## src/rus_pkg.sv

```systemverilog
// ----------------------------------------------------------------------------
// rus_pkg
// Shared codes and types of the recycled uniform sampler.
// ----------------------------------------------------------------------------
`default_nettype none

package rus_pkg;

  localparam int unsigned EntropyBits = 64;

  localparam logic [3:0] OP_ENTROPY    = 4'd0;
  localparam logic [3:0] OP_RAW        = 4'd1;
  localparam logic [3:0] OP_UNIFORM    = 4'd2;
  localparam logic [3:0] OP_BITS       = 4'd3;
  localparam logic [3:0] OP_U32        = 4'd4;
  localparam logic [3:0] OP_PREDIV     = 4'd5;
  localparam logic [3:0] OP_BERN       = 4'd6;
  localparam logic [3:0] OP_BERN2DIV   = 4'd7;
  localparam logic [3:0] OP_MERGE      = 4'd8;
  localparam logic [3:0] OP_MERGE_BITS = 4'd9;

  localparam logic [1:0] REG_OUTCOMES = 2'd0;
  localparam logic [1:0] REG_QUOTIENT = 2'd1;
  localparam logic [1:0] REG_NOTREM   = 2'd2;
  localparam logic [1:0] REG_INVERSE  = 2'd3;

  typedef enum logic [4:0] {
    CMD_NOP,
    CMD_ACCEPT,
    CMD_SETUP,
    CMD_STALL,
    CMD_TAKE1,
    CMD_SHIFT9,
    CMD_CLZ_INIT,
    CMD_CLZ_STEP,
    CMD_SHIFTIN,
    CMD_DIV_GO,
    CMD_DRAW_EVAL,
    CMD_MUL_TB,
    CMD_ST_TB,
    CMD_MUL_FB,
    CMD_BERN_EVAL,
    CMD_RES_R,
    CMD_MUL_P,
    CMD_ST_HI,
    CMD_MUL_INV,
    CMD_INV_SET,
    CMD_B7_SET,
    CMD_MUL_UB,
    CMD_ST_UB,
    CMD_MUL_UV,
    CMD_ST_UV,
    CMD_DONE,
    CMD_BUSYOUT
  } rus_cmd_e;

  typedef struct packed {
    logic [3:0] work_op;
    logic       pend_valid;
    logic       skip;
    logic       take_ok;
    logic       renorm_need;
    logic       renorm_ok;
    logic       clz_hit;
    logic       div_done;
    logic       mul_done;
    logic       draw_ok;
    logic       bern_done;
    logic       p_reject;
    logic       out_free;
  } rus_status_t;

endpackage

`default_nettype wire

```

## src/rus_ctrl.sv

```systemverilog
// ----------------------------------------------------------------------------
// rus_ctrl
// Request sequencer: renormalize, divide, evaluate, merge, deliver.
// ----------------------------------------------------------------------------
`default_nettype none

module rus_ctrl (
  input  wire logic           clk_i,
  input  wire logic           rst_ni,
  input  wire logic           in_valid_i,
  output logic                in_ready_o,
  input  wire logic [3:0]     op_i,
  input  wire rus_pkg::rus_status_t st_i,
  output rus_pkg::rus_cmd_e   cmd_o
);

  import rus_pkg::*;

  localparam logic [4:0] S_IDLE  = 5'd0;
  localparam logic [4:0] S_SETUP = 5'd1;
  localparam logic [4:0] S_TAKE  = 5'd2;
  localparam logic [4:0] S_SH9   = 5'd3;
  localparam logic [4:0] S_STALL = 5'd4;
  localparam logic [4:0] S_CLZI  = 5'd5;
  localparam logic [4:0] S_CLZS  = 5'd6;
  localparam logic [4:0] S_RCHK  = 5'd7;
  localparam logic [4:0] S_DIVGO = 5'd8;
  localparam logic [4:0] S_DIVW  = 5'd9;
  localparam logic [4:0] S_MTB   = 5'd10;
  localparam logic [4:0] S_WTB   = 5'd11;
  localparam logic [4:0] S_MFB   = 5'd12;
  localparam logic [4:0] S_WFB   = 5'd13;
  localparam logic [4:0] S_BEVAL = 5'd14;
  localparam logic [4:0] S_POST  = 5'd15;
  localparam logic [4:0] S_WP    = 5'd16;
  localparam logic [4:0] S_MINV  = 5'd17;
  localparam logic [4:0] S_WINV  = 5'd18;
  localparam logic [4:0] S_MUB   = 5'd19;
  localparam logic [4:0] S_WUB   = 5'd20;
  localparam logic [4:0] S_MUV   = 5'd21;
  localparam logic [4:0] S_WUV   = 5'd22;
  localparam logic [4:0] S_FIN   = 5'd23;
  localparam logic [4:0] S_FINB  = 5'd24;

  logic [4:0] state_q, state_d;

  always_comb begin
    state_d    = state_q;
    cmd_o      = CMD_NOP;
    in_ready_o = 1'b0;
    case (state_q)
      S_IDLE: begin
        in_ready_o = 1'b1;
        if (in_valid_i) begin
          cmd_o = CMD_ACCEPT;
          if (op_i == OP_ENTROPY) begin
            if (st_i.pend_valid) state_d = S_SETUP;
          end else if (op_i <= OP_MERGE_BITS) begin
            state_d = st_i.pend_valid ? S_FINB : S_SETUP;
          end
        end
      end
      S_SETUP: begin
        cmd_o = CMD_SETUP;
        if (st_i.skip) state_d = S_FIN;
        else begin
          case (st_i.work_op)
            OP_RAW:        state_d = st_i.take_ok ? S_TAKE : S_STALL;
            OP_MERGE:      state_d = S_MUB;
            OP_MERGE_BITS: state_d = S_SH9;
            default:       state_d = S_CLZI;
          endcase
        end
      end
      S_TAKE: begin
        cmd_o   = CMD_TAKE1;
        state_d = S_FIN;
      end
      S_SH9: begin
        cmd_o   = CMD_SHIFT9;
        state_d = S_FIN;
      end
      S_STALL: begin
        cmd_o   = CMD_STALL;
        state_d = S_IDLE;
      end
      S_CLZI: begin
        cmd_o   = CMD_CLZ_INIT;
        state_d = S_CLZS;
      end
      S_CLZS: begin
        cmd_o = CMD_CLZ_STEP;
        if (st_i.clz_hit) state_d = S_RCHK;
      end
      S_RCHK: begin
        if (!st_i.renorm_need) state_d = S_DIVGO;
        else if (st_i.renorm_ok) begin
          cmd_o   = CMD_SHIFTIN;
          state_d = S_DIVGO;
        end else state_d = S_STALL;
      end
      S_DIVGO: begin
        cmd_o   = CMD_DIV_GO;
        state_d = S_DIVW;
      end
      S_DIVW: begin
        if (st_i.div_done) begin
          if (st_i.work_op == OP_BERN) state_d = S_MTB;
          else begin
            cmd_o   = CMD_DRAW_EVAL;
            state_d = st_i.draw_ok ? S_POST : S_CLZI;
          end
        end
      end
      S_MTB: begin
        cmd_o   = CMD_MUL_TB;
        state_d = S_WTB;
      end
      S_WTB: begin
        if (st_i.mul_done) begin
          cmd_o   = CMD_ST_TB;
          state_d = S_MFB;
        end
      end
      S_MFB: begin
        cmd_o   = CMD_MUL_FB;
        state_d = S_WFB;
      end
      S_WFB: if (st_i.mul_done) state_d = S_BEVAL;
      S_BEVAL: begin
        cmd_o   = CMD_BERN_EVAL;
        state_d = st_i.bern_done ? S_FIN : S_CLZI;
      end
      S_POST: begin
        case (st_i.work_op)
          OP_PREDIV: begin
            cmd_o   = CMD_MUL_P;
            state_d = S_WP;
          end
          OP_BERN2DIV: begin
            cmd_o   = CMD_B7_SET;
            state_d = S_MUB;
          end
          default: begin
            cmd_o   = CMD_RES_R;
            state_d = S_FIN;
          end
        endcase
      end
      S_WP: begin
        if (st_i.mul_done) begin
          if (st_i.p_reject) state_d = S_CLZI;
          else begin
            cmd_o   = CMD_ST_HI;
            state_d = S_MINV;
          end
        end
      end
      S_MINV: begin
        cmd_o   = CMD_MUL_INV;
        state_d = S_WINV;
      end
      S_WINV: begin
        if (st_i.mul_done) begin
          cmd_o   = CMD_INV_SET;
          state_d = S_MUB;
        end
      end
      S_MUB: begin
        cmd_o   = CMD_MUL_UB;
        state_d = S_WUB;
      end
      S_WUB: begin
        if (st_i.mul_done) begin
          cmd_o   = CMD_ST_UB;
          state_d = S_MUV;
        end
      end
      S_MUV: begin
        cmd_o   = CMD_MUL_UV;
        state_d = S_WUV;
      end
      S_WUV: begin
        if (st_i.mul_done) begin
          cmd_o   = CMD_ST_UV;
          state_d = S_FIN;
        end
      end
      S_FIN: begin
        if (st_i.out_free) begin
          cmd_o   = CMD_DONE;
          state_d = S_IDLE;
        end
      end
      S_FINB: begin
        if (st_i.out_free) begin
          cmd_o   = CMD_BUSYOUT;
          state_d = S_IDLE;
        end
      end
      default: state_d = S_IDLE;
    endcase
  end

  always_ff @(posedge clk_i or negedge rst_ni) begin
    if (!rst_ni) begin
      state_q <= S_IDLE;
    end else begin
      state_q <= state_d;
    end
  end

`ifndef SYNTH
  a_div_done_in_wait: assert property (@(posedge clk_i) disable iff (!rst_ni)
    st_i.div_done |-> state_q == S_DIVW)
    else $error("divider finished outside its wait state");

  a_mul_done_in_wait: assert property (@(posedge clk_i) disable iff (!rst_ni)
    st_i.mul_done |-> (state_q == S_WTB || state_q == S_WFB || state_q == S_WP ||
                       state_q == S_WINV || state_q == S_WUB || state_q == S_WUV))
    else $error("multiplier finished outside a wait state");

  a_out_free: assert property (@(posedge clk_i) disable iff (!rst_ni)
    (cmd_o == CMD_DONE || cmd_o == CMD_BUSYOUT) |-> st_i.out_free)
    else $error("result loaded over an untaken result");

  a_entropy_idle: assert property (@(posedge clk_i) disable iff (!rst_ni)
    (in_valid_i && in_ready_o && op_i == OP_ENTROPY && !st_i.pend_valid)
      |=> state_q == S_IDLE)
    else $error("entropy transfer without pending request left idle");
`endif

endmodule

`default_nettype wire

```

## config.mk

```make
export PLATFORM = sky130hd
export DESIGN_NAME = rus_ctrl
export DESIGN_NICKNAME = d
export VERILOG_FILES = /design/src/rus_pkg.sv /design/src/rus_ctrl.sv
export SDC_FILE = /design/constraint.sdc
export NUM_CORES = 1
export LEC_CHECK = 0
export BUFFER_PORTS_ARGS = -buffer_cell sky130_fd_sc_hd__buf_2
export CAP_MARGIN = 20
export CORE_ASPECT_RATIO = 1.2
export CORE_MARGIN = 1
export CORE_UTILIZATION = 38
export CTS_BUF_LIST = sky130_fd_sc_hd__clkbuf_4
export DETAILED_ROUTE_END_ITERATION = 7
export GPL_TIMING_DRIVEN = 0
export SYNTH_ARGS = -nofsm -noshare
export SYNTH_HDL_FRONTEND = slang
export SYNTH_SLANG_ARGS = --single-unit
```

## constraint.sdc

```tcl
create_clock -name clk_i -period 2.2 [get_ports clk_i]
set_input_delay 0.44 -clock clk_i [delete_from_list [all_inputs] [get_ports clk_i]]
set_output_delay 0.44 -clock clk_i [all_outputs]
set_load 0.005 [all_outputs]
```

==> impl_metrics.py <==
metrics = {
    "die": {
        "die_footprint_um2": 3460,
        "floorplan.rows": 22,
        "placeableCoreArea_um2": 3060,
        "die_h_um": 64.2,
        "die_w_um": 53.8,
        "initial_core_utilization": 0.401,
        "io_pins": 29,
    },
    "synth": {
        "netlist-cell-type-count": 67,
        "ys_async_sr_fraction": 1.00,
        "netlist.area_leader.share": 0.102,
        "yosysWarningCount": 0,
        "synth_enable_flop_cells": 0,
        "syn-num-nets": 188,
        "ys_seq_elements": 5,
        "synth_area_um2": 1220,
        "ys_top_cells_by_area": "sky130_fd_sc_hd__dfrtp_1 (10%), sky130_fd_sc_hd__nand2_1 (4.0%), sky130_fd_sc_hd__nor2_1 (4.0%)",
        "seq_area_frac_synth": 0.102,
        "synth.avg_cell_area_um2": 7.42,
        "synth_top_cell_by_area": "sky130_fd_sc_hd__dfrtp_1",
        "synthesis.instances": 165,
        "dominantRegCellSynth": "sky130_fd_sc_hd__dfrtp_1",
    },
    "route": {
        "drt_pass1_iterations": 4,
        "route.detailed.drc": 0,
        "drt_wl_cell_um": 17.8,
        "detailroute.via_count": 1557,
        "drt-vias-per-instance": 6.18,
        "drt.antenna.violating_nets": 0,
        "drt_first_iter_violations": 49,
        "drt-total-wl_um": 4500,
    },
    "job": {
        "drv_cap": 0,
    },
    "critical_path": {
        "critical_path.top_delay_family": "simple AND/OR/NAND/NOR gates",
        "timing.critical_path.fanout_max": 3,
        "path_cells": "buf_4 -> or4b_4 -> o32ai_2 -> nand2_1 -> o2111ai_1 -> buf_2",
        "critical_path_class": "reg2out",
        "reg2reg_depth": 7,
        "crit_path_max_incr_delay_ns": 0.54,
        "cpMaxStageDelayCell": "sky130_fd_sc_hd__or4b_4",
        "worst-endpoint-required_ns": 1.76,
        "cp-start-kind": "flop",
        "cell_count_along_the_critical_path": 6,
        "cp_capture_type": "primary output",
        "worst-path-buf-inv": 2,
        "critical_path_arrival_ns": 1.81,
    },
    "cts": {
        "clk_pin_slew_worst_paths_ns": 0.05,
        "clock-sinks": 5,
        "clk_latency_ns": 0.25,
        "clock_path_buffers": 2,
        "cts_inserted_buffers": 3,
        "cts_tree": "built",
        "ctsRootBufferMaster": "sky130_fd_sc_hd__clkbuf_4",
        "htree_num_levels": 1,
    },
    "final_layout": {
        "layout-drive-gt1-share": 0.440,
        "num_antenna_cells": 0,
        "max_ffs_per_register": 5,
        "reg.largest.list": "state_q x5",
        "final_cell_area_um2": 1710,
        "top_register": "state_q",
        "nNetsFinal": 240,
        "synth_to_layout_area_growth_pct": 39.2,
    },
    "sta": {
        "finalHoldViolCount": 0,
        "fin_ws_ns": -0.0504,
        "final_worst_path_cycle_share": 1.02,
        "whs_ns": 0.523,
        "max_slew_margin": 0.582,
        "period_minus_slack_ns": 2.25,
        "report.final.slew_viol_count": 0,
        "grt_setup_unrepaired": "true",
        "max_freq_mhz": 444,
        "finalSetupTns_ns": -0.0626,
        "clock_skew_ns": 0.00187,
        "worst_slew_pin_slew_ns": 0.612,
        "setup-violations-final": 2,
    },
    "outcome": {
        "failed_checks": "negative setup slack",
        "status": "complete, but fails checks",
    },
    "power_and_ir_drop": {
        "power.ir.vdd_worst_uv": 834,
        "powerDensity_nw_per_um2": 1440,
        "total_power_mw": 2.45,
        "p_leak_nw": 0.731,
    },
    "global_routing": {
        "use_met3": 0.00238,
        "grt.total_usage": 0.270,
        "maximum_number_of_pins_on_one_net_before_global_route_repair": 11,
        "globalRoute.busiestLayer": "met2",
        "use_met2": 0.432,
        "grt_overflow_total": 0,
        "vias_in_the_first_global_route": 1489,
        "antenna_found_initial": 0,
        "grt_use_met1": 0.357,
        "grt_first_pass_wirelength_um": 6980,
    },
    "place": {
        "post_dp_cell_area_um2": 1410,
        "hpwl_um": 3260,
        "place.gp.congestion": 0.935,
        "port-buffer-count": 28,
        "dpl_worst_slack_ns": -0.0558,
    },
    "hold_path": {
        "hold_class": "in2async",
    },
}
[cells in the mapped netlist (all sizes together) (4+ instances only)]
library cell  instances
nor3                  9
mux2                  4
nand2b                6
nand2                14
o21ai                12
dfrtp                 5
nor2                 13
nor4                  4
a21oi                 7
buf                  12
inv                   6
nor2b                 5
[area by class of cell]
type / count / area [µm²]
tap: 36 / 45.0
timing repair buffer: 47 / 294
buffer: 14 / 138
fill: 308 / 1350
clock buffer: 4 / 30.0
sequential: 5 / 129
inverter: 6 / 26.3
multi-input combinational: 140 / 1040
[kinds of logic (layout without fill, tap and decap cells)]
family	after synthesis	in the layout	share of synthesized area
compound gates	53	53	0.343
mux	6	6	0.0623
simple gates	79	79	0.386
flops	5	5	0.102
buf+inv	20	71	0.0919
xor+xnor	2	2	0.0143
[layout by cell type (no fill, tap or decap), drive strengths merged, types with 4 or more instances in the layout]
master  synthesis  routed
nor2           13      13
nand2b          6       6
a21oi           7       7
nand2          14      14
mux2            4       4
nor3            9       9
clkbuf          2       6
dfrtp           5       5
buf            12      58
inv             6       5
o21ai          12      12
nor4            4       4
nor2b           5       5
[path summary, 6_finish.rpt]
| kind | slack (ns) | start | endpoint |
|---|---|---|---|
| setup / recovery | -0.05 | state_q[0] | cmd_o[3] |
| hold / removal | 0.52 | rst_ni | state_q[0] |
| setup reg to reg | 0.21 | state_q[2] | state_q[1] |
| hold reg to reg | 0.78 | state_q[4] | state_q[3] |
| max in group asynchronous | 1.54 | rst_ni | state_q[1] |
| min in group clk_i | 0.63 | st_i[2] | state_q[4] |
[layer usage]
layer,part of all wire,up-vias,routed length (µm)
met2,0.50,65,2250
met4,0.034,0,153
li1,-,736,-
met3,0.040,13,180
met1,0.43,743,1920
met5,0,-,0
[worst register-to-register path, stage by stage (launching register included)]
cell	delay (ns)
sky130_fd_sc_hd__dfrtp_1	0.42
sky130_fd_sc_hd__buf_6	0.14
sky130_fd_sc_hd__buf_4	0.12
sky130_fd_sc_hd__or2_1	0.26
sky130_fd_sc_hd__or3_1	0.38
sky130_fd_sc_hd__o21bai_1	0.17
sky130_fd_sc_hd__and4_1	0.20
sky130_fd_sc_hd__o22ai_1	0.20
[report_power, final]
part           switching, mW  total (mW)  leakage (nW)  internal (mW)
clock                 0.0444       0.126        0.0184         0.0813
sequential            0.0573       0.202        0.0575          0.145
combinational           1.06        2.12         0.655           1.06
[per-stage QoR]
stage / std cells / util
final: 252 / 0.558
after global routing: 252 / 0.558
after CTS: 243 / 0.511
after detailed placement: 229 / 0.462
after global placement: 229 / 0.462
after floorplan: 165 / -
[what timing repair did]
| action | CTS | global route |
|---|---|---|
| setup endpoints to repair | 5 | 5 |
| pin swaps | 9 | 14 |
| hold buffers | 1 | 0 |
| hold endpoints to repair | 5 | 0 |
| resized for setup | 18 | 22 |
| buffers inserted | 9 | 9 |
(Power assumes the default switching activity.)
